`src/rtl/sensor_frame_deframer_core_assert.svh`:
```
// ---------------------------------------------------------------------------
// Assertion macros for the sensor frame deframer
// Shared concurrent-assertion forms, clocked on the rising edge and
// disabled while the synchronous reset is low.
// ---------------------------------------------------------------------------
`ifndef SENSOR_FRAME_DEFRAMER_CORE_ASSERT_SVH
`define SENSOR_FRAME_DEFRAMER_CORE_ASSERT_SVH

// same-cycle implication
`define SFD_ASSERT_IMP(label, clk, rst_n, ante, cons, msg) \
  label: assert property (@(posedge clk) disable iff (!rst_n) (ante) |-> (cons)) \
    else $error(msg);

// next-cycle implication
`define SFD_ASSERT_NXT(label, clk, rst_n, ante, cons, msg) \
  label: assert property (@(posedge clk) disable iff (!rst_n) (ante) |=> (cons)) \
    else $error(msg);

`endif

```
`src/rtl/sfd_pkg.sv`:
```
// ---------------------------------------------------------------------------
// sfd_pkg
// Types, codes and lookup functions shared by the deframer modules.
// ---------------------------------------------------------------------------
package sfd_pkg;

  // link framing codes
  localparam logic [7:0] HDR_BYTE  = 8'h9A;
  localparam logic [7:0] CMD_MEAS  = 8'h80;
  localparam logic [7:0] CMD_START = 8'h88;
  localparam logic [7:0] CMD_RESP  = 8'h8F;
  localparam logic [7:0] CMD_TIME  = 8'h93;

  // parameter lengths
  localparam int PARAM_MAX = 22;
  localparam int IDX_W     = 5;
  localparam logic [IDX_W-1:0] LEN_MEAS = IDX_W'(PARAM_MAX);
  localparam logic [IDX_W-1:0] LEN_TIME = 5'd13;
  localparam logic [IDX_W-1:0] LEN_ONE  = 5'd1;
  localparam logic [IDX_W-1:0] LEN_NONE = 5'd0;

  typedef enum logic [2:0] {
    KIND_MEAS    = 3'd0,
    KIND_START   = 3'd1,
    KIND_RESP    = 3'd2,
    KIND_TIME    = 3'd3,
    KIND_UNKNOWN = 3'd4
  } frame_kind_t;

  typedef enum logic [1:0] {
    FR_HUNT,
    FR_CMD,
    FR_BODY
  } front_state_t;

  typedef enum logic {
    TOK_PARAM,
    TOK_END
  } tok_kind_t;

  // classified byte handed from front to back
  typedef struct packed {
    tok_kind_t          kind;
    logic [IDX_W-1:0]   idx;
    logic [7:0]         data;
    frame_kind_t        frame_kind;
    logic               xor_bad;
  } tok_t;

  // one finished frame
  typedef struct packed {
    frame_kind_t         frame_kind;
    logic                checksum_error;
    logic                command_error;
    logic                sticky_error;
    logic [31:0]         tick_time;
    logic signed [23:0]  accel_x;
    logic signed [23:0]  accel_y;
    logic signed [23:0]  accel_z;
    logic signed [23:0]  gyro_x;
    logic signed [23:0]  gyro_y;
    logic signed [23:0]  gyro_z;
  } result_t;

  function automatic logic [IDX_W-1:0] cmd_len(input logic [7:0] cmd);
    logic [IDX_W-1:0] len;
    case (cmd)
      CMD_MEAS:  len = LEN_MEAS;
      CMD_START: len = LEN_ONE;
      CMD_RESP:  len = LEN_ONE;
      CMD_TIME:  len = LEN_TIME;
      default:   len = LEN_NONE;
    endcase
    return len;
  endfunction

  function automatic frame_kind_t cmd_kind(input logic [7:0] cmd);
    frame_kind_t k;
    case (cmd)
      CMD_MEAS:  k = KIND_MEAS;
      CMD_START: k = KIND_START;
      CMD_RESP:  k = KIND_RESP;
      CMD_TIME:  k = KIND_TIME;
      default:   k = KIND_UNKNOWN;
    endcase
    return k;
  endfunction

endpackage

```
`src/rtl/sfd_front.sv`:
```
// ---------------------------------------------------------------------------
// sfd_front
// Byte parser: hunts for the header, decodes the command, numbers the
// parameter bytes and checks the running XOR at the checksum byte.
// ---------------------------------------------------------------------------
module sfd_front (
  input  logic          clk,
  input  logic          rst_n,
  input  logic          byte_take,
  input  logic [7:0]    rx_byte,
  output logic          tok_vld,
  output sfd_pkg::tok_t tok
);

  sfd_pkg::front_state_t              state_r, state_nxt;
  logic [7:0]                         xor_r, xor_nxt;
  logic [sfd_pkg::IDX_W-1:0]          len_r, len_nxt;
  logic [sfd_pkg::IDX_W-1:0]          cnt_r, cnt_nxt;
  sfd_pkg::frame_kind_t               kind_r, kind_nxt;

  // state register; payload needs no reset
  always_ff @(posedge clk) begin
    if (!rst_n) begin
      state_r <= sfd_pkg::FR_HUNT;
    end else begin
      state_r <= state_nxt;
    end
    xor_r  <= xor_nxt;
    len_r  <= len_nxt;
    cnt_r  <= cnt_nxt;
    kind_r <= kind_nxt;
  end

  // next state and token classification
  always_comb begin
    state_nxt      = state_r;
    xor_nxt        = xor_r;
    len_nxt        = len_r;
    cnt_nxt        = cnt_r;
    kind_nxt       = kind_r;
    tok_vld        = 1'b0;
    tok.kind       = sfd_pkg::TOK_PARAM;
    tok.idx        = cnt_r;
    tok.data       = rx_byte;
    tok.frame_kind = kind_r;
    tok.xor_bad    = 1'b0;
    case (state_r)
      sfd_pkg::FR_HUNT: begin
        if (byte_take && (rx_byte == sfd_pkg::HDR_BYTE)) begin
          state_nxt = sfd_pkg::FR_CMD;
          xor_nxt   = rx_byte;
        end
      end
      sfd_pkg::FR_CMD: begin
        if (byte_take) begin
          state_nxt = sfd_pkg::FR_BODY;
          xor_nxt   = xor_r ^ rx_byte;
          len_nxt   = sfd_pkg::cmd_len(rx_byte);
          kind_nxt  = sfd_pkg::cmd_kind(rx_byte);
          cnt_nxt   = '0;
        end
      end
      sfd_pkg::FR_BODY: begin
        if (byte_take) begin
          tok_vld = 1'b1;
          xor_nxt = xor_r ^ rx_byte;
          if (cnt_r != len_r) begin
            cnt_nxt = cnt_r + 1'b1;
          end else begin
            // checksum byte closes the frame
            tok.kind    = sfd_pkg::TOK_END;
            tok.xor_bad = ((xor_r ^ rx_byte) != 8'h00);
            state_nxt   = sfd_pkg::FR_HUNT;
          end
        end
      end
      default: begin
        state_nxt = sfd_pkg::FR_HUNT;
      end
    endcase
  end

endmodule

```
`src/rtl/sfd_tokq.sv`:
```
// ---------------------------------------------------------------------------
// sfd_tokq
// Short token queue between the parser and the frame builder.
// ---------------------------------------------------------------------------
module sfd_tokq #(
  parameter int DEPTH = 4
) (
  input  logic          clk,
  input  logic          rst_n,
  input  logic          push,
  input  sfd_pkg::tok_t push_data,
  input  logic          pop,
  output logic          full,
  output logic          vld,
  output sfd_pkg::tok_t head
);

  localparam int AW = (DEPTH > 1) ? $clog2(DEPTH) : 1;
  localparam int CW = $clog2(DEPTH + 1);

  sfd_pkg::tok_t   q_r [DEPTH];
  logic [AW-1:0]   wr_ptr_r, wr_ptr_nxt;
  logic [AW-1:0]   rd_ptr_r, rd_ptr_nxt;
  logic [CW-1:0]   cnt_r, cnt_nxt;
  logic            do_push, do_pop;

  assign full    = (cnt_r == CW'(DEPTH));
  assign vld     = (cnt_r != '0);
  assign head    = q_r[rd_ptr_r];
  assign do_push = push && !full;
  assign do_pop  = pop && vld;

  // pointer and count update
  always_comb begin
    wr_ptr_nxt = wr_ptr_r;
    rd_ptr_nxt = rd_ptr_r;
    cnt_nxt    = cnt_r;
    if (do_push) begin
      wr_ptr_nxt = (wr_ptr_r == AW'(DEPTH - 1)) ? '0 : wr_ptr_r + 1'b1;
    end
    if (do_pop) begin
      rd_ptr_nxt = (rd_ptr_r == AW'(DEPTH - 1)) ? '0 : rd_ptr_r + 1'b1;
    end
    case ({do_push, do_pop})
      2'b10:   cnt_nxt = cnt_r + 1'b1;
      2'b01:   cnt_nxt = cnt_r - 1'b1;
      default: cnt_nxt = cnt_r;
    endcase
  end

  always_ff @(posedge clk) begin
    if (!rst_n) begin
      wr_ptr_r <= '0;
      rd_ptr_r <= '0;
      cnt_r    <= '0;
    end else begin
      wr_ptr_r <= wr_ptr_nxt;
      rd_ptr_r <= rd_ptr_nxt;
      cnt_r    <= cnt_nxt;
    end
    if (do_push) begin
      q_r[wr_ptr_r] <= push_data;
    end
  end

endmodule

```
`src/rtl/sfd_back.sv`:
```
// ---------------------------------------------------------------------------
// sfd_back
// Frame builder: stores parameter bytes, forms the result at the end
// token, keeps the sticky error and holds results in an output queue.
// ---------------------------------------------------------------------------
module sfd_back #(
  parameter int OUTQ_DEPTH = 2
) (
  input  logic             clk,
  input  logic             rst_n,
  input  logic             tok_vld,
  input  sfd_pkg::tok_t    tok,
  output logic             tok_pop,
  input  logic             res_pop,
  output logic             res_empty,
  output sfd_pkg::result_t res_head
);

  `include "sensor_frame_deframer_core_assert.svh"

  localparam int AW = (OUTQ_DEPTH > 1) ? $clog2(OUTQ_DEPTH) : 1;
  localparam int CW = $clog2(OUTQ_DEPTH + 1);

  logic [7:0]        store_r [sfd_pkg::PARAM_MAX];
  sfd_pkg::result_t  oq_r [OUTQ_DEPTH];
  logic [AW-1:0]     wr_ptr_r, wr_ptr_nxt;
  logic [AW-1:0]     rd_ptr_r, rd_ptr_nxt;
  logic [CW-1:0]     cnt_r, cnt_nxt;
  logic              err_latch_r, err_latch_nxt;
  logic              oq_full, res_push, res_take;
  logic              good_meas;
  sfd_pkg::result_t  res;

  assign oq_full   = (cnt_r == CW'(OUTQ_DEPTH));
  assign res_empty = (cnt_r == '0);
  assign res_head  = oq_r[rd_ptr_r];
  assign res_take  = res_pop && !res_empty;

  // parameter tokens always drain; end tokens wait for queue room
  assign tok_pop  = tok_vld && ((tok.kind == sfd_pkg::TOK_PARAM) || !oq_full);
  assign res_push = tok_pop && (tok.kind == sfd_pkg::TOK_END);

  // result formation
  assign good_meas = !tok.xor_bad && (tok.frame_kind == sfd_pkg::KIND_MEAS);
  always_comb begin
    res.frame_kind     = tok.frame_kind;
    res.checksum_error = tok.xor_bad;
    res.command_error  = !tok.xor_bad && (tok.frame_kind == sfd_pkg::KIND_RESP)
                         && (store_r[0] != 8'h00);
    res.sticky_error   = err_latch_r || res.checksum_error || res.command_error;
    res.tick_time      = '0;
    res.accel_x        = '0;
    res.accel_y        = '0;
    res.accel_z        = '0;
    res.gyro_x         = '0;
    res.gyro_y         = '0;
    res.gyro_z         = '0;
    if (good_meas) begin
      res.tick_time = {store_r[3], store_r[2], store_r[1], store_r[0]};
      res.accel_x   = {store_r[6], store_r[5], store_r[4]};
      res.accel_y   = {store_r[9], store_r[8], store_r[7]};
      res.accel_z   = {store_r[12], store_r[11], store_r[10]};
      res.gyro_x    = {store_r[15], store_r[14], store_r[13]};
      res.gyro_y    = {store_r[18], store_r[17], store_r[16]};
      res.gyro_z    = {store_r[21], store_r[20], store_r[19]};
    end
  end

  // output queue bookkeeping and sticky error
  always_comb begin
    wr_ptr_nxt    = wr_ptr_r;
    rd_ptr_nxt    = rd_ptr_r;
    err_latch_nxt = err_latch_r;
    if (res_push) begin
      wr_ptr_nxt    = (wr_ptr_r == AW'(OUTQ_DEPTH - 1)) ? '0 : wr_ptr_r + 1'b1;
      err_latch_nxt = res.sticky_error;
    end
    if (res_take) begin
      rd_ptr_nxt = (rd_ptr_r == AW'(OUTQ_DEPTH - 1)) ? '0 : rd_ptr_r + 1'b1;
    end
    case ({res_push, res_take})
      2'b10:   cnt_nxt = cnt_r + 1'b1;
      2'b01:   cnt_nxt = cnt_r - 1'b1;
      default: cnt_nxt = cnt_r;
    endcase
  end

  always_ff @(posedge clk) begin
    if (!rst_n) begin
      wr_ptr_r    <= '0;
      rd_ptr_r    <= '0;
      cnt_r       <= '0;
      err_latch_r <= 1'b0;
    end else begin
      wr_ptr_r    <= wr_ptr_nxt;
      rd_ptr_r    <= rd_ptr_nxt;
      cnt_r       <= cnt_nxt;
      err_latch_r <= err_latch_nxt;
    end
    if (tok_pop && (tok.kind == sfd_pkg::TOK_PARAM)
        && (tok.idx < sfd_pkg::IDX_W'(sfd_pkg::PARAM_MAX))) begin
      store_r[tok.idx] <= tok.data;
    end
    if (res_push) begin
      oq_r[wr_ptr_r] <= res;
    end
  end

  // checks
  `SFD_ASSERT_IMP(a_bad_sum_clean, clk, rst_n,
    res_push && res.checksum_error,
    !res.command_error && (res.tick_time == '0) && res.sticky_error,
    "checksum failure carried payload or command error")
  `SFD_ASSERT_NXT(a_sticky_holds, clk, rst_n, err_latch_r, err_latch_r,
    "sticky error cleared")
  `SFD_ASSERT_NXT(a_full_no_push, clk, rst_n, oq_full && !res_pop,
    oq_full && ($past(res_head) == res_head),
    "output queue changed while full and stalled")

endmodule

```
`src/rtl/sensor_frame_deframer_core.sv`:
```
// ---------------------------------------------------------------------------
// sensor_frame_deframer_core
// Parses a received byte stream of sensor-link frames into one result
// per frame.
// ---------------------------------------------------------------------------
// Usage:
//   Input queue side: drive in_rx_byte and raise push; a byte is taken at
//   a rising edge with push high and full low. Bytes outside a frame are
//   dropped until the 0x9A header.
//   Result queue side: while empty is low the oldest frame result is on
//   the out_ ports; raise pop to take it.
//   Throughput: one byte per cycle. The parser never stalls on its own;
//   full rises only when the token queue fills, which happens only when
//   the result queue is full and the receiver does not pop.
//   An end token is registered in the token queue, its result in the result
//   queue; tokens drain one per cycle, an end token only while it has room.
//   Reset (rst_n low at a clock edge) returns the parser to header hunt,
//   empties both queues and clears the sticky error.
//   A stalled receiver holds results in the result queue; the token queue
//   keeps absorbing bytes until it is full as well.
// ---------------------------------------------------------------------------
module sensor_frame_deframer_core #(
  parameter int TOKQ_DEPTH = 4,
  parameter int OUTQ_DEPTH = 2
) (
  input  logic               clk,
  input  logic               rst_n,
  input  logic               push,
  output logic               full,
  input  logic [7:0]         in_rx_byte,
  output logic               empty,
  input  logic               pop,
  output logic [2:0]         out_frame_kind,
  output logic               out_checksum_error,
  output logic               out_command_error,
  output logic               out_sticky_error,
  output logic [31:0]        out_tick_time,
  output logic signed [23:0] out_accel_x,
  output logic signed [23:0] out_accel_y,
  output logic signed [23:0] out_accel_z,
  output logic signed [23:0] out_gyro_x,
  output logic signed [23:0] out_gyro_y,
  output logic signed [23:0] out_gyro_z
);

  logic              byte_take;
  logic              ftok_vld;
  sfd_pkg::tok_t     ftok;
  logic              btok_vld, btok_pop;
  sfd_pkg::tok_t     btok;
  sfd_pkg::result_t  res;

  assign byte_take = push && !full;

  sfd_front u_front (
    .clk       (clk),
    .rst_n     (rst_n),
    .byte_take (byte_take),
    .rx_byte   (in_rx_byte),
    .tok_vld   (ftok_vld),
    .tok       (ftok)
  );

  sfd_tokq #(
    .DEPTH (TOKQ_DEPTH)
  ) u_tokq (
    .clk       (clk),
    .rst_n     (rst_n),
    .push      (ftok_vld),
    .push_data (ftok),
    .pop       (btok_pop),
    .full      (full),
    .vld       (btok_vld),
    .head      (btok)
  );

  sfd_back #(
    .OUTQ_DEPTH (OUTQ_DEPTH)
  ) u_back (
    .clk       (clk),
    .rst_n     (rst_n),
    .tok_vld   (btok_vld),
    .tok       (btok),
    .tok_pop   (btok_pop),
    .res_pop   (pop),
    .res_empty (empty),
    .res_head  (res)
  );

  // result fields
  assign out_frame_kind     = res.frame_kind;
  assign out_checksum_error = res.checksum_error;
  assign out_command_error  = res.command_error;
  assign out_sticky_error   = res.sticky_error;
  assign out_tick_time      = res.tick_time;
  assign out_accel_x        = res.accel_x;
  assign out_accel_y        = res.accel_y;
  assign out_accel_z        = res.accel_z;
  assign out_gyro_x         = res.gyro_x;
  assign out_gyro_y         = res.gyro_y;
  assign out_gyro_z         = res.gyro_z;

endmodule

```
`config.mk`:
```
export PLATFORM = sky130hd
export DESIGN_NAME = sensor_frame_deframer_core
export DESIGN_NICKNAME = d
export VERILOG_FILES = /design/src/rtl/sfd_pkg.sv /design/src/rtl/sfd_front.sv /design/src/rtl/sfd_tokq.sv /design/src/rtl/sfd_back.sv /design/src/rtl/sensor_frame_deframer_core.sv
export VERILOG_INCLUDE_DIRS = /design/src /design/src/rtl
export SDC_FILE = /design/constraint.sdc
export NUM_CORES = 1
export LEC_CHECK = 0
export BUFFER_PORTS_ARGS = -buffer_cell sky130_fd_sc_hd__clkbuf_2
export CORE_UTILIZATION = 28
export DETAILED_ROUTE_END_ITERATION = 8
export PLACE_DENSITY = 0.44
export SYNTH_ARGS = -nofsm -noshare
export SYNTH_HDL_FRONTEND = slang
export SYNTH_SLANG_ARGS = --single-unit
```
`constraint.sdc`:
```
create_clock -name clk -period 10.7 [get_ports clk]
set_input_delay 0 -clock clk [delete_from_list [all_inputs] [get_ports clk]]
set_output_delay 0 -clock clk [all_outputs]
set_load 0.01 [all_outputs]
```
### Word level (Yosys, flattened, before mapping)

Memory sizes are Yosys's and may differ from the RTL's. A register that Yosys moved wholly into a read port is not among the register bits.
Cells that the tools add are included.
Widths: inputs -> output; s select.

| word-level totals | value |
|---|---|
| output and inout port bits | 184 |
| memories | 3 |
| latch bits | 0 |
| memory bits (writable) | 612 |
| ROM bits | 0 |
| bits in registers | 35 |

| cells by class | value |
|---|---|
| shifts and indexed selects | 0 |
| reductions and logical operators | 35 |
| mux-type cells | 39 |
| $add $sub $neg | 9 |
| equal/unequal tests | 23 |
| divide/modulo/power cells | 0 |
| $mul | 0 |
| magnitude comparators | 1 |
| bitwise gates (word level) | 2 |

Memories:

| name | depth | bits a word | read ports | clocked after memory_dff | wr ports | line | source |
|---|---|---|---|---|---|---|---|
| u_back.oq_r | 2 | 182 | 1 | 1 | 1 | sfd_back.sv:25 | `sfd_pkg::result_t oq_r [OUTQ_DEPTH];` |
| u_back.store_r | 22 | 8 | 22 | 0 | 1 | sfd_back.sv:24 | `logic [7:0] store_r [sfd_pkg::PARAM_MAX];` |
| u_tokq.q_r | 4 | 18 | 1 | 1 | 1 | sfd_tokq.sv:21 | `sfd_pkg::tok_t q_r [DEPTH];` |

Operators with widths:

| operator | number |
|---|---|
| $mux 176 | 1 |
| $eq 8x8->1 const B | 5 |
| $mux 1 | 18 |
| $mux 2 | 8 |
| $mux 8 | 2 |
| $pmux 8 s2 | 1 |
| $reduce_bool 8->1 | 2 |
| $mux 5 | 3 |
| $pmux 5 s3 | 1 |
| $eq 2x2->1 const B | 6 |
| $logic_and 1x1->1 | 12 |
| $pmux 3 s4 | 1 |
| $ne 2x1->1 const B | 5 |
| $pmux 5 s2 | 1 |
| $reduce_and 4->1 | 2 |
| $reduce_bool 2->1 | 4 |
| $xor 8x8->8 | 1 |
| $add 2x1->2 const B | 3 |
| $eq 2x1->1 const B | 3 |
| $pmux 2 s3 | 1 |
| $pmux 3 s2 | 1 |
| $add 5x1->5 const B | 1 |
| $lt 5x5->1 const B | 1 |
| $ne 5x5->1 | 1 |
| 17 further kinds | 25 |

### Longest topological paths before layout

Gate-level depths: netlist of the first run.

| logic depth | value |
|---|---|
| depth in word-level cells | 8 |
| depth in mapped cells | 9 |
| mapped depth without buffers | 9 |

### Hierarchy

A second synthesis of the first run with hierarchy kept.

| unflattened totals | value |
|---|---|
| cells, all modules | 1,293 |
| area, all modules | 24,594.8 um2 |

Modules (own cells, without submodules):

| module | sequential area each (um2) | times used | cells each | area an instance (um2) |
|---|---|---|---|---|
| sfd_back | 16,335.7 | 1 | 1,013 | 20,086.8 |
| sfd_tokq | 2,342.2 | 1 | 150 | 3,134.3 |
| sfd_front | 640.6 | 1 | 129 | 1,360.1 |
| sensor_frame_deframer_core | 0.0 | 1 | 1 | 13.8 |

### Worst setup path before layout of the first run

No wires, ideal clock.

| timing path | value |
|---|---|
| path type | flip-flop to flip-flop |
| start | register (tool-made name) |
| end | memory u_back.oq_r[0][0] in the netlist's numbering (enable) |
| setup time | 0.728 ns |
| cell stages (with the launch flop) | 5 |
| arrival time | 8.626 ns |
| data required time | 9.972 ns |
| setup slack | 1.346 ns |
| clock period less this slack | 9.354 ns |
| path buffers | 1 |
| cells stage by stage | dfxtp_1 clkbuf_1 mux4_2 nand3b_1 nor2_1 |

RTL lines:

| item | line |
|---|---|
| end: declaration | sfd_back.sv:25 |

==> results summary, run 1 <==
The worst setup path is launched from a flop. The initial utilization of the core area, before any placement, comes to 28.4%. The worst clock skew came out at 0.0168 ns. For this run, the number of Yosys warnings is 0. The number of resized instances in the post-cts repair step is 0. The path class of the tightest hold or removal check is input pin to flop.

Setup repair after global routing left no endpoint under its margin. The area share of the largest cell type after synthesis is 77.9%. The clock buffer count from CTS is 73.

The via count of the first global-routing pass is 12000. The final-report max-slew violation count came out at 0. Counting flops with a built-in enable in the synthesized netlist gives 632. The final-layout fill cell count is 8235. Of the available clock period, the critical path in the final layout requires 42.3%. The share of layout cells above drive strength 1 is 33.1%. The worst setup path is captured at a flop. The mapped cell area is 24400 µm².

The residual antenna-violating net count after detailed routing came out at 0. The number of failing hold endpoints at the final stage came out at 0. The worst relative slew slack is 29.8%. In the global route stage, met2 resource usage came out at 21.4%. The number of top-level design ports is 196. The commonest register cell after synthesis is sky130_fd_sc_hd__edfxtp_1. For this run the aggregate overflow at the end of global routing stands at 0. Dividing the synthesized area by the synthesized cell count gives 19.1 µm². The detail-routed net length per standard cell came out at 20.8 µm.

The placed wire-length estimate came out at 32.8 mm. The number of DRC markers in iteration 0 came out at 556. The first global-routing pass estimated 81.8 mm of wire. The final core utilization is 34.1%. The routed design has 56.8 mm of wire. The register clock-pin slew on the reported worst setup and hold paths is 0.06 ns. Global routing used 12.7% of the available tracks across all layers. The first-pass iteration count of the detailed router is 5. The area growth from synthesis to layout is 20.0%.

By instance count, the leading cell after synthesis is sky130_fd_sc_hd__edfxtp_1. Counting I/O delays and the setup requirement, the final critical path takes 4.53 ns. The met3 usage in global routing is 2.49%. In this run the clock root is driven by a sky130_fd_sc_hd__clkbuf_16.

The number of antenna violations at the first check in global routing is 3. The count of port buffers added during placement came out at 195. The cell type contributing the most total cell area after synthesis is sky130_fd_sc_hd__edfxtp_1. Along the worst path, the maximum fanout reaches 65. The clock passes through at most 3 buffers. The standby leakage power is 0.00969 µW. The sequential fraction of the synthesis area is 79.3%. The maximum number of pins on one net before global-route repair came out at 92. The number of nets in the synthesized netlist came out at 1303. The area of the core came out at 85700 µm². The distinct cell type count of the synthesized netlist is 44.

By area the synthesized netlist is led by sky130_fd_sc_hd__edfxtp_1 78%, sky130_fd_sc_hd__mux2_2 8.4%, sky130_fd_sc_hd__and2_1 4.6%. The type of the setup path with the least slack is flop to flop. The maximum vdd drop came out at 0.0874 mV. The required time of the worst setup path came out at 10.92 ns. In the synthesized netlist, the cells that appear most often are 632 x sky130_fd_sc_hd__edfxtp_1, 182 x sky130_fd_sc_hd__mux2_2, 181 x sky130_fd_sc_hd__and2_1. The clock latency of the later-clocked register in the worst-skew pair is 0.60 ns. Registers take 19300 µm². Measured along the x axis, the die boundary spans 297 µm. From bottom edge to top edge, the die measures 297 µm. The power density of the placed cells is 188 nW/µm². The share of synthesized registers carrying an async set or reset is 0%. For this block, the via count after detailed routing is 11500.

The run finished with clean final reports. The top achievable clock speed is 0.221 GHz. The overall power of the completed layout came out at 5490 µW. Data arrives at the worst endpoint at 4.75 ns. The total negative slack is 0 ns. The CTS sink count is 649. The site row count is 107. In this run the most used layer during global routing was met2. For this run, design rule violations remaining after detail routing come to 0. The final weighted congestion of routability-driven global placement is 0.696. The number of flip-flops and latches in the synthesized netlist is 649. The vias per cell came out at 4.21. The total setup violations reported at the end of the flow came out at 0. The global-route met1 utilization came out at 16.7%. The H-tree was split into 3 levels. The clock tree from TritonCTS is yes. The startpoint of the worst hold path is in_rx_byte[5].

At the pin with the least slew margin, the transition time is 1.05 ns. The floorplan die area came out at 88200 µm². The number of violations of the max-capacitance limit is 0. Synthesis handed over a netlist of 1278 instances. The multi-input gate area in the final layout came out at 4780 µm². In the final design database the tool counted 1545 nets.
routing by layer:
| layer | wire [µm] | part of all wire, % |
|---|---|---|
| met1 | 25800 | 45 |
| met2 | 27800 | 49 |
| met3 | 2240 | 3.9 |
| met5 | 0 | 0 |
| met4 | 942 | 1.7 |
layout by cell type (no fill, tap or decap), drive strengths merged, types with 2 or more instances in the layout:
cell type and instances:
dlygate4sd3 12, buf 12, inv 16, a21oi 10
clkinvlp 3, nand3b 3, nor2 45, clkinv 24
nor3 3, xor2 12, dfxtp 17, or3b 2
and3 6, nand2b 5, nand4b 2, clkbuf 288
mux2i 4, nor2b 3, edfxtp 632, mux4 18
bufinv 11, xnor2 16, mux2 182, nor3b 2
a211oi 3, nand2 24, or3 5, and2 181
nand3 7, nor4 4, a31oi 2, o21ai 2
ha 12
state kept, by name (all words and copies together) (netlist names), named ones only:
name and count:
u_front.xor_r 8, u_tokq.cnt_r 3, u_back.oq_r 364, u_front.cnt_r 5, u_back.store_r 176, u_front.kind_r 3, u_tokq.rd_ptr_r 2, u_front.len_r 4
u_tokq.wr_ptr_r 2, u_tokq.q_r 72, u_back.rd_ptr_r 1, u_back.cnt_r 2, u_back.err_latch_r 1, u_front.state_r 2, u_back.wr_ptr_r 1
what timing repair did:
item,CTS,global route
hold buffers,12,0
buffers inserted,0,0
hold endpoints to repair,65,0
power breakdown:
group	internal, µW	switching (µW)
combinational	55.5	82.6
clock	1560	1000
sequential	2780	10.2
logic make-up after synthesis:
kind of cell	count (synthesis)	synth area share, %
simple gates	296	7.00
buf+inv	65	1.17
mux	204	10.2
xor+xnor	28	1.01
compound gates	23	0.586
flops	649	79.3
fa+ha+maj	13	0.698
stage by stage:
step                cells  hold WS [ns]  setup WS (ns)  cell area (µm²)
detailed placement   2577         0.349           6.00            26600
global placement     2577         0.342           6.08            26600
CTS                  2723         0.249           5.99            29200
global route         2723         0.287           5.79            29200
finish               2724         0.284           6.17            29200
floorplan            1278        0.0989           1.35            24400
final cells by class:
type	instances	area share [%]
Antenna cell	1	0.00856
Clock buffer	93	6.65
Clock inverter	41	1.79
Inverter	13	0.167
Multi-Input combinational cell	564	16.3
Sequential cell	649	66.1
Tap cell	1144	4.90
Timing Repair Buffer	219	4.06
final timing paths:
check / end / slack (ns) / cells past startpoint
hold / removal: u_tokq.q_r[2][9] / 0.28 / 2
setup / recovery: u_back.oq_r[1][133] / 6.17 / 5
hold reg to reg: u_back.err_latch_r / 0.47 / 2
setup reg to reg: u_back.oq_r[1][133] / 6.17 / 5
critical path, cell delays in order, from the launching register on:
cell                       delay [ns]
sky130_fd_sc_hd__dfxtp_1         0.97
sky130_fd_sc_hd__mux4_2          0.42
sky130_fd_sc_hd__nand3b_1        0.28
sky130_fd_sc_hd__nor2_4          0.83
sky130_fd_sc_hd__buf_4           0.82
sky130_fd_sc_hd__buf_4           0.65
Power figures use the tool's default switching activity.
==> run 2, diff against run 1 <==
--- a/config.mk
+++ b/config.mk
@@ -9,7 +9,7 @@
 export BUFFER_PORTS_ARGS = -buffer_cell sky130_fd_sc_hd__clkbuf_2
 export CORE_UTILIZATION = 28
 export DETAILED_ROUTE_END_ITERATION = 8
-export PLACE_DENSITY = 0.44
+export PLACE_DENSITY = 0.46
 export SYNTH_ARGS = -nofsm -noshare
 export SYNTH_HDL_FRONTEND = slang
 export SYNTH_SLANG_ARGS = --single-unit
==> constraint.sdc (replaced) <==
create_clock -name clk -period 3.8 [get_ports clk]
set_input_delay 0 -clock clk [delete_from_list [all_inputs] [get_ports clk]]
set_output_delay 0 -clock clk [all_outputs]
set_load 0.01 [all_outputs]
==> run 2 against run 1 <==
  * Hold slack got worse by 0.033 ns
  * Clock-buffer cell count fell by 6
  * Clock power rose to 2.8 times the previous value
  * Fmax rose by 43%
  * Non-clock buffer count rose by 20
  * Critical path depth did not move
  * Design area rose by 0.65%
  * Critical path type unchanged
  * Critical endpoint is now u_back.store_r[16][3]
==> results summary, run 2 (synthesis results as in run 1) <==
At the worst endpoint, the arrival time is 3.41 ns. Leaving out fill and tap cells, the most frequent cells in the layout are 632 x sky130_fd_sc_hd__edfxtp_1, 195 x sky130_fd_sc_hd__clkbuf_2, 182 x sky130_fd_sc_hd__mux2_2. The effective utilization at floorplan came out at 28.4%.

In this run the tool buffered the top-level ports with 195 buffer cells. The power density of the placed cells is 521 nW/µm². The tightest hold path in the finished design has a slack of 0.252 ns. The detailed router finished its first iteration with 750 violations. The clock buffer count from CTS is 75. The final critical delay including setup and external delays is 3.18 ns.

Setup repair after global routing left no endpoint under its margin. The die outline width came out at 297 µm. The global-route usage over all layers came out at 12.8%. The run finished with clean final reports. The total routed wirelength came out at 56.4 mm. The clock tree root driver cell is sky130_fd_sc_hd__clkbuf_16.

Of the available clock period, the critical path in the final layout requires 83.6%. The instance area at placement came out at 26900 µm². The first-pass GRT wire length is 83.2 mm. The floorplan step defined a die boundary enclosing 88200 µm². Clock-pin slew was measured on the worst setup and hold paths at 0.06 ns. The worst relative slew slack is 29.3%. The number of antenna violations at the first check in global routing is 2.

The site row count is 107. The H-tree generated during clock tree synthesis spans 3 levels. The share of layout cells above drive strength 1 is 34.2%.

Traced cell by cell, the critical path runs through buf_4, mux4_2, nor3_1, nand3b_1, nor2_1. The depth of the most critical reg-to-reg path is 5. The total non-filler cell area in the finished layout came out at 29400 µm². The final-layout fill cell count came out at 8181. In the final design database the tool counted 1567 nets. In the routed design, unresolved DRC markers number 0. The number of top-level design ports came out at 196.

The maximum buffer depth of the clock tree came out at 3. The worst setup path is launched from a flop. The final weighted congestion of routability-driven global placement is 0.680. The worst-case IR drop observed on VDD is 0.253 mV. The clock latency of the later-clocked register in the worst-skew pair is 0.61 ns. The element type at the critical path end is a flop.

The critical-path cell with the highest stage delay is sky130_fd_sc_hd__nor3_1. The residual antenna-violating net count after detailed routing is 0. By startpoint and endpoint, the worst setup path is classified as flop to flop. Static timing analysis puts the maximum clock frequency at 0.315 GHz. Detailed placement ended at an HPWL of 31.7 mm. In the final routed layout, each cell accounts on average for 20.5 µm. The worst clock skew came out at 0.0244 ns. The register name with the most flops is u_back.oq_r. The die is 297 µm tall. The core region is 85700 µm².

The biggest fanout along the worst timing path came out at 17. The first-pass iteration count of the detailed router is 4. The total setup violations reported at the end of the flow is 0. The total grt overflow is 0.

TritonCTS built the clock tree. The minimum setup slack in the final design is 0.624 ns. Adding up every negative setup slack in the final design gives 0 ns.

The vias per cell is 4.29. The number of failing hold endpoints at the final stage is 0. Data on the critical path is required at its endpoint by 4.03 ns. The number of violations of the max-capacitance limit came out at 0. The CTS sink count came out at 649. In this design, the stage delay of the slowest critical-path cell is 0.64 ns. The path class of the tightest hold or removal check is input pin to flop.

The worst hold path depth came out at 4. The maximum number of pins on one net before global-route repair is 177. The transition at the pin with the smallest max-transition slack came out at 1.06 ns. The final-report max-slew violation count came out at 0. The analysis attributes to cell leakage a power of 0.00980 µW.

The most frequent standard cell in the layout excluding fill and tap cells is sky130_fd_sc_hd__edfxtp_1. The via count of the first global-routing pass was 12500. Compared with the post-synthesis result, the final layout area differs by 20.8%. The overall power of the completed layout came out at 15300 µW. The largest registers in the layout are u_back.oq_r x364, u_back.store_r x176, u_tokq.q_r x72. Once the clock tree was built, the setup fixing pass inserted 0 buffers. Timing analysis after detailed placement gives a worst setup slack of 0.675 ns. The number of flip-flops in the largest register came out at 364. The routed layout has 11800 vias.
==> run 2: final cells by class <==
| cell class | instances | area (µm²) | share of cell area (%) |
|---|---|---|---|
| antenna | 4 | 10.0 | 0.0340 |
| clock buffer | 87 | 1960 | 6.67 |
| timing repair buffer | 239 | 1420 | 4.83 |
| multi-input combinational | 564 | 4770 | 16.2 |
| clock inverter | 48 | 455 | 1.55 |
| tap | 1144 | 1430 | 4.86 |
| inverter | 13 | 48.8 | 0.166 |
| sequential | 649 | 19300 | 65.7 |
==> run 2: repair_timing <==
action                    4_1_cts  5_1_grt
hold endpoints to repair       67        0
resized for setup               0        0
hold buffers                   11        0
==> run 2: final timing paths <==
| check | startpoint | endpoint | slack, ns |
|---|---|---|---|
| worst max-delay path | flop | u_back.store_r[16][3] | 0.62 |
| worst min-delay path | rst_n | u_back.err_latch_r | 0.25 |
| worst max register to register | flop | u_back.store_r[16][3] | 0.62 |
| worst min register to register | u_back.err_latch_r | u_back.err_latch_r | 0.44 |
==> run 2: worst max-delay path: cells and delay by family (launching register included) <==
family | cells | cell delay (ns)
AND/OR/NAND/NOR | 3 | 1.53
multiplexers | 1 | 0.57
buffers and inverters | 1 | 0.36
flip-flops | 1 | 0.34
==> run 2: metal layers <==
metal | part of all wire [%] | wire length (µm) | global-route usage [%]
met1 | 45 | 25600 | 16.9
met2 | 49 | 27600 | 21.3
met3 | 3.9 | 2200 | 2.37
met4 | 1.8 | 1030 | 4.07
met5 | 0 | 0 | 0
==> run 2: metrics by stage <==
stage,std cells,util [%]
6_report,2748,34.3
5_1_grt,2744,34.3
4_1_cts,2744,34.3
3_5_place_dp,2598,31.4
3_3_place_gp,2598,31.4
2_1_floorplan,1278,-
==> run 2: where the power goes <==
group | internal [µW] | switching (µW) | total, µW | leakage (µW)
Combinational | 158 | 228 | 386 | 0.00274
Sequential | 7840 | 28.4 | 7870 | 0.00589
Clock | 4190 | 2890 | 7080 | 0.00118
